[config.mk]
export PLATFORM = sky130hd
export DESIGN_NAME = sorted_set_insert_delete_top
export DESIGN_NICKNAME = d
export VERILOG_FILES = /design/src/rtl/sset_pkg.sv /design/src/rtl/sset_cell.sv /design/src/rtl/sorted_set_insert_delete_top.sv
export VERILOG_INCLUDE_DIRS = /design/src /design/src/rtl
export SDC_FILE = /design/constraint.sdc
export NUM_CORES = 2
export LEC_CHECK = 0
export BUFFER_PORTS_ARGS = -buffer_cell sky130_fd_sc_hd__buf_2
export CORE_MARGIN = 2
export CORE_UTILIZATION = 52
export DETAILED_ROUTE_END_ITERATION = 10
export GPL_TIMING_DRIVEN = 0
export PLACE_DENSITY = 0.68
export SLEW_MARGIN = 15
export SYNTH_ARGS = -nofsm -noshare
export SYNTH_HDL_FRONTEND = slang
export SYNTH_SLANG_ARGS = --single-unit
[constraint.sdc]
create_clock -name aclk -period 7.9 [get_ports aclk]
set_input_delay 1.185 -clock aclk [delete_from_list [all_inputs] [get_ports aclk]]
set_output_delay 1.185 -clock aclk [all_outputs]
set_load 0.005 [all_outputs]
[src/rtl/sorted_set_insert_delete_top_macros.svh]
// ----------------------------------------------------------------------------
// Sorted set assertion macros
// Shared concurrent assertion forms for the sorted set block.
// ----------------------------------------------------------------------------
`ifndef SORTED_SET_INSERT_DELETE_TOP_MACROS_SVH
`define SORTED_SET_INSERT_DELETE_TOP_MACROS_SVH

// Same-cycle implication, disabled while reset is asserted.
`define SSET_ASSERT_IMP(name, clk, rst_n, ante, cons) \
    name: assert property (@(posedge clk) disable iff (!(rst_n)) (ante) |-> (cons)) \
        else $error("sorted set assertion failed");

// Next-cycle implication, disabled while reset is asserted.
`define SSET_ASSERT_NXT(name, clk, rst_n, ante, cons) \
    name: assert property (@(posedge clk) disable iff (!(rst_n)) (ante) |=> (cons)) \
        else $error("sorted set assertion failed");

`endif

[src/rtl/sset_pkg.sv]
// ----------------------------------------------------------------------------
// Sorted set package
// Types, codes and sizes shared by the sorted set cells and top level.
// ----------------------------------------------------------------------------
`default_nettype none

package sset_pkg;

    localparam int CAPACITY = 16;
    localparam int CNT_W    = $clog2(CAPACITY + 1);
    localparam int IDX_W    = $clog2(CAPACITY);

    localparam logic [1:0] CMD_INSERT = 2'd0;
    localparam logic [1:0] CMD_DELETE = 2'd1;
    localparam logic [1:0] CMD_READ   = 2'd2;

    localparam logic [2:0] ST_INSERTED  = 3'd0;
    localparam logic [2:0] ST_DUPLICATE = 3'd1;
    localparam logic [2:0] ST_FULL      = 3'd2;
    localparam logic [2:0] ST_DELETED   = 3'd3;
    localparam logic [2:0] ST_NOTFOUND  = 3'd4;
    localparam logic [2:0] ST_ENTRY     = 3'd5;
    localparam logic [2:0] ST_EMPTY     = 3'd6;

    typedef struct packed {
        logic [1:0]          command;
        logic signed [31:0]  operand_value;
    } in_item_t;

    typedef struct packed {
        logic [2:0]          status;
        logic signed [31:0]  entry_value;
        logic [4:0]          held_count;
        logic                last_of_run;
    } out_item_t;

    typedef enum logic [1:0] {
        CELL_HOLD,
        CELL_INSERT,
        CELL_DELETE,
        CELL_ROTATE
    } cell_op_e;

    typedef struct packed {
        logic in_use;
        logic is_first;
        logic is_last;
    } cell_pos_t;

    typedef enum logic [1:0] {
        FSM_IDLE,
        FSM_EXEC,
        FSM_READ
    } fsm_state_e;

    function automatic logic [4:0] to_held(input logic [CNT_W-1:0] count);
        logic [CNT_W+4:0] wide;
        wide = {5'd0, count};
        return wide[4:0];
    endfunction

endpackage

`default_nettype wire

[src/rtl/sset_cell.sv]
// ----------------------------------------------------------------------------
// Sorted set cell
// Holds one slot of the sorted array, compares it against the operand and
// takes its next value from itself, the operand, a neighbor or cell zero.
// ----------------------------------------------------------------------------
`default_nettype none

module sset_cell (
    input  wire logic                 aclk,
    input  wire sset_pkg::cell_op_e   op,
    input  wire sset_pkg::cell_pos_t  pos,
    input  wire logic signed [31:0]   operand,
    input  wire logic signed [31:0]   left_value,
    input  wire logic                 left_lt,
    input  wire logic signed [31:0]   right_value,
    input  wire logic signed [31:0]   head_value,
    output logic signed [31:0]        value,
    output logic                      lt,
    output logic                      eq
);
    import sset_pkg::*;

    logic signed [31:0] value_reg;
    logic signed [31:0] value_next;

    assign value = value_reg;
    assign lt    = pos.in_use && (value_reg < operand);
    assign eq    = pos.in_use && (value_reg == operand);

    always_comb begin
        value_next = value_reg;
        case (op)
            CELL_INSERT: begin
                if (!lt) begin
                    value_next = (pos.is_first || left_lt) ? operand : left_value;
                end
            end
            CELL_DELETE: begin
                if (!lt) begin
                    value_next = right_value;
                end
            end
            CELL_ROTATE: begin
                value_next = pos.is_last ? head_value : right_value;
            end
            default: begin
                value_next = value_reg;
            end
        endcase
    end

    always_ff @(posedge aclk) begin
        value_reg <= value_next;
    end

endmodule

`default_nettype wire

[src/rtl/sorted_set_insert_delete_top.sv]
// ----------------------------------------------------------------------------
// Sorted set with insert, delete and readout
// Bounded ascending set of signed values held in a row of compare-and-shift
// cells.
// ----------------------------------------------------------------------------
// Each command is taken into an operation register. An insert or delete is
// settled in the EXEC state once the output register is free: every cell
// compares its value with the operand at once and shifts toward or away from
// its neighbor, and the result is written to the output register. A readout
// passes through EXEC and then rotates the row through cell zero in the READ
// state, giving one entry per cycle while the output register is free; an
// empty set gives a single EMPTY item. A result that waits for m_ready stalls
// the command in progress. A new item is taken once the previous command has
// left the cells, even while its last result still waits in the output
// register. Unused command code three gives no result.
`default_nettype none

`include "sorted_set_insert_delete_top_macros.svh"

module sorted_set_insert_delete_top (
    input  wire logic                 aclk,
    input  wire logic                 aresetn,
    input  wire logic                 s_valid,
    output logic                      s_ready,
    input  wire sset_pkg::in_item_t   s_item,
    output logic                      m_valid,
    input  wire logic                 m_ready,
    output sset_pkg::out_item_t       m_item
);
    import sset_pkg::*;

    fsm_state_e          state_reg, state_next;
    in_item_t            op_reg;
    logic [CNT_W-1:0]    count_reg, count_next;
    logic [IDX_W-1:0]    idx_reg, idx_next;
    logic                m_valid_reg, m_valid_next;
    out_item_t           out_reg, out_next;

    cell_op_e            cell_op;
    logic signed [31:0]  cell_value [CAPACITY];
    logic [CAPACITY-1:0] cell_lt;
    logic [CAPACITY-1:0] cell_eq;
    logic                found;
    logic                full;
    logic                out_free;
    logic                read_last;

    assign s_ready  = (state_reg == FSM_IDLE);
    assign m_valid  = m_valid_reg;
    assign m_item   = out_reg;
    assign out_free = !m_valid_reg || m_ready;
    assign found    = |cell_eq;
    assign full     = (count_reg >= CNT_W'(CAPACITY));
    assign read_last = ((CNT_W'(idx_reg) + CNT_W'(1)) == count_reg);

    for (genvar i = 0; i < CAPACITY; i++) begin : g_cell
        cell_pos_t           pos;
        logic signed [31:0]  left_value;
        logic                left_lt;
        logic signed [31:0]  right_value;

        assign pos.in_use   = (CNT_W'(i) < count_reg);
        assign pos.is_first = (i == 0);
        assign pos.is_last  = (CNT_W'(i + 1) == count_reg);

        if (i == 0) begin : g_first
            assign left_value = cell_value[0];
            assign left_lt    = 1'b0;
        end else begin : g_inner_left
            assign left_value = cell_value[i-1];
            assign left_lt    = cell_lt[i-1];
        end

        if (i == CAPACITY - 1) begin : g_final
            assign right_value = cell_value[i];
        end else begin : g_inner_right
            assign right_value = cell_value[i+1];
        end

        sset_cell u_cell (
            .aclk        (aclk),
            .op          (cell_op),
            .pos         (pos),
            .operand     (op_reg.operand_value),
            .left_value  (left_value),
            .left_lt     (left_lt),
            .right_value (right_value),
            .head_value  (cell_value[0]),
            .value       (cell_value[i]),
            .lt          (cell_lt[i]),
            .eq          (cell_eq[i])
        );
    end

    always_comb begin
        state_next   = state_reg;
        count_next   = count_reg;
        idx_next     = idx_reg;
        m_valid_next = m_valid_reg && !m_ready;
        out_next     = out_reg;
        cell_op      = CELL_HOLD;

        unique case (state_reg)
            FSM_IDLE: begin
                if (s_valid) begin
                    state_next = FSM_EXEC;
                end
            end
            FSM_EXEC: begin
                case (op_reg.command) inside
                    CMD_INSERT, CMD_DELETE: begin
                        if (out_free) begin
                            out_next.entry_value = op_reg.operand_value;
                            out_next.last_of_run = 1'b1;
                            if (op_reg.command == CMD_INSERT) begin
                                if (found) begin
                                    out_next.status = ST_DUPLICATE;
                                end else if (full) begin
                                    out_next.status = ST_FULL;
                                end else begin
                                    out_next.status = ST_INSERTED;
                                    cell_op         = CELL_INSERT;
                                    count_next      = count_reg + CNT_W'(1);
                                end
                            end else begin
                                if (found) begin
                                    out_next.status = ST_DELETED;
                                    cell_op         = CELL_DELETE;
                                    count_next      = count_reg - CNT_W'(1);
                                end else begin
                                    out_next.status = ST_NOTFOUND;
                                end
                            end
                            out_next.held_count = to_held(count_next);
                            m_valid_next        = 1'b1;
                            state_next          = FSM_IDLE;
                        end
                    end
                    CMD_READ: begin
                        if (count_reg == '0) begin
                            if (out_free) begin
                                out_next.status      = ST_EMPTY;
                                out_next.entry_value = '0;
                                out_next.held_count  = to_held(count_reg);
                                out_next.last_of_run = 1'b1;
                                m_valid_next         = 1'b1;
                                state_next           = FSM_IDLE;
                            end
                        end else begin
                            idx_next   = '0;
                            state_next = FSM_READ;
                        end
                    end
                    default: begin
                        state_next = FSM_IDLE;
                    end
                endcase
            end
            FSM_READ: begin
                if (out_free) begin
                    out_next.status      = ST_ENTRY;
                    out_next.entry_value = cell_value[0];
                    out_next.held_count  = to_held(count_reg);
                    out_next.last_of_run = read_last;
                    m_valid_next         = 1'b1;
                    cell_op              = CELL_ROTATE;
                    idx_next             = idx_reg + IDX_W'(1);
                    if (read_last) begin
                        state_next = FSM_IDLE;
                    end
                end
            end
            default: begin
                state_next = FSM_IDLE;
            end
        endcase
    end

    always_ff @(posedge aclk) begin
        if (!aresetn) begin
            state_reg   <= FSM_IDLE;
            count_reg   <= '0;
            idx_reg     <= '0;
            m_valid_reg <= 1'b0;
        end else begin
            state_reg   <= state_next;
            count_reg   <= count_next;
            idx_reg     <= idx_next;
            m_valid_reg <= m_valid_next;
        end
    end

    always_ff @(posedge aclk) begin
        out_reg <= out_next;
        if (s_valid && s_ready) begin
            op_reg <= s_item;
        end
    end

    `SSET_ASSERT_IMP(a_count_bound, aclk, aresetn, 1'b1, count_reg <= CNT_W'(CAPACITY))
    `SSET_ASSERT_NXT(a_accept_exec, aclk, aresetn, s_valid && s_ready, state_reg == FSM_EXEC)
    `SSET_ASSERT_NXT(a_insert_count, aclk, aresetn, cell_op == CELL_INSERT,
        count_reg == $past(count_reg) + CNT_W'(1))
    `SSET_ASSERT_IMP(a_read_index, aclk, aresetn, state_reg == FSM_READ,
        CNT_W'(idx_reg) < count_reg)

endmodule

`default_nettype wire

==> out/results.ini <==
[layout]
largest_reg_flops = 512
syn_to_final_growth_pct = 10.8
final_layout_size_suffix_gt1_frac = 0.0823
fin_nets = 5071
final_area_um2 = 49000
num_antenna_cells = 0
final_cell_mix = edfxtp_1 (587), ha_1 (521), mux2i_1 (401)
final_common_cell = edfxtp_1

[grt]
antenna_found_initial = 3
grt_pass1_vias = 37800
grt_usage = 0.371
overflow = 0
grt_max_degree = 26
grt_pass1_wl_um = 238000

[cts]
cts_repair_resize_count = 0
cts.clk_slew.worst_paths_ps = 60
clock-root-buffer = clkbuf_16
cts_buffer_depth = 3
clock_latency_ps = 660
post-cts-setup-buffers = 0
cts_hold_buf = 0
cts_tree = yes
cts_buffers = 73
cts_sinks = 599
h-tree-depth = 3

[power_and_ir_drop]
vdd_drop_max_v = 0.000140
power.leakage_nw = 18.6
power_density_nw_per_um2 = 158

[yosys]
ys_seq_area_frac = 0.404
synth_cell_types = 77
syn_nets = 4896
avgSynthCellArea_um2 = 10.2
synth_edf_count = 587
synthCells = 4337
netlist_area_um2 = 44200
synthFlopType = edfxtp_1
ys_async_sr_fraction = 0
yosysWarnings = 0
ys_ff_latch = 599

[timing]
worst_pin_slew_ps = 1380
drv_slew = 0
finalCritPeriodShare = 0.902
fmax_mhz = 140
maxSlewHeadroom = 0.0718
finalSetupViolCount = 0
timing.final.crit_period_ps = 7120
hold_viol_final = 0
fin_setup_tns_ps = 0
finClkSkew_ps = 35.3
rsz0062_at_grt = false

[routing]
drtPass1Iterations = 6
antenna_left = 0
routed_via_density = 6.81
vias = 38800
drc = 0
wl_per_cell_um = 28.9
drtIter0Drc = 4557
wirelength_um = 165000

[critical_path]
cp_max_fo = 21
cp_slowest_cell = nor4_1
critPathMostFrequentCell = buf_6
crit_required_ps = 8230
cp_cell_sequence = inv_1 -> ha_1 -> nand4_1 -> nor4_1 -> nand3_1 -> o2111ai_1 -> nor4_4 -> nor3_1 -> o21ai_2 -> a311oi_4 -> buf_6 -> buf_6
cp-start-kind = flop
endpoint_kind = flop
worstSetupPathType = flop to flop
worst_ep_arrival_time_ps = 7450
max_stage_delay_ps = 910

[hold_path]
hp-class = flop to flop

[floorplan]
ios = 81
placeableCoreArea_um2 = 84000
fp.dieW_um = 296
rows = 106
die_y_um = 296
dieArea_um2 = 87300
initial_core_util = 0.526

[status]
outcome = complete, no violations

[placed_design]
place_area_um2 = 46700
globalplace.congestion = 1.03
dp_hpwl_um = 135000
portBuffers = 80

[job]
cap_violations = 0

==> worst max-delay path: cells and delay by family, from the launching register on <==
| family | cells | cell delay [ps] |
|---|---|---|
| compound gates | 3 | 1900 |
| fa+ha+maj | 1 | 360 |
| buf+inv | 3 | 1310 |
| flops | 1 | 520 |
| simple gates | 5 | 2670 |
==> worst paths after layout <==
| kind | from | end | slack [ps] | depth (start not counted) |
|---|---|---|---|---|
| setup / recovery | op_reg[31] | g_cell[0].u_cell.value[0] | 780 | 12 |
| hold reg to reg | idx_reg[1] | idx_reg[1] | 500 | 2 |
| setup reg to reg | op_reg[31] | g_cell[0].u_cell.value[0] | 780 | 12 |
| hold / removal | idx_reg[1] | idx_reg[1] | 500 | 2 |
==> cell type report <==
class                   instances  area (µm²)
fillers                      7417       35000
multi-input cells            3217       24200
flip-flops and latches        599       17900
clock buffers                  90        1960
plain buffers                 356        1640
well taps                    1134        1420
repair buffers                100         861
inverters                     165         619
clock inverters                42         340
==> cell families after synthesis <==
kind of cell / share of synthesized area
XOR/XNOR: 0.00198
AND/OR/NAND/NOR: 0.101
buffers and inverters: 0.0511
multiplexers: 0.0913
AO/OA/AOI/OAI: 0.203
adder cells (fa/ha/maj): 0.148
flip-flops: 0.404
==> synth_stat cells, drive strengths merged (10+ instances only) <==
cell / n / area share
a22oi: 289 / 0.049
nor4: 17 / 0.0027
o221ai: 96 / 0.019
a2111oi: 11 / 0.0022
o21ai: 286 / 0.033
nand2b: 46 / 0.0065
ha: 521 / 0.15
mux2i: 401 / 0.091
a21o: 87 / 0.015
clkbuf: 225 / 0.019
inv: 164 / 0.014
a21oi: 400 / 0.046
dfxtp: 12 / 0.0054
nor2: 258 / 0.022
buf: 131 / 0.018
nor2b: 28 / 0.0040
o21a: 18 / 0.0031
and3: 10 / 0.0014
nand4: 177 / 0.025
o31ai: 19 / 0.0032
a221o: 64 / 0.014
nor3: 29 / 0.0038
edfxtp: 587 / 0.40
nand2: 243 / 0.021
nand3: 76 / 0.0087
a211oi: 14 / 0.0024
==> per-layer routing <==
layer / vias to the layer above / GRT usage / wire (µm)
li1: 17200 / - / -
met2: 2237 / 0.593 / 73900
met1: 18900 / 0.463 / 63400
met3: 472 / 0.0675 / 15700
met4: 0 / 0.238 / 11500
met5: - / 0 / 0
==> metrics by stage <==
step,power (W),cells,hold slack (ps),worst slack [ps],utilization
finish,0.00772,5703,499,775,0.583
global route,0.00790,5703,530,1010,0.583
CTS,0.00769,5703,500,1370,0.583
detailed placement,0.00438,5571,494,1400,0.556
global placement,0.00434,5551,475,-1640,0.548
floorplan,0.00408,4337,458,2070,-
==> power breakdown <==
part	internal (W)	total, W	switching (W)
combinational	0.000253	0.000754	0.000500
sequential	0.00353	0.00359	0.0000568
clock	0.00190	0.00338	0.00148
total	0.00568	0.00772	0.00204
No activity file was read; power rests on OpenSTA's default activity.
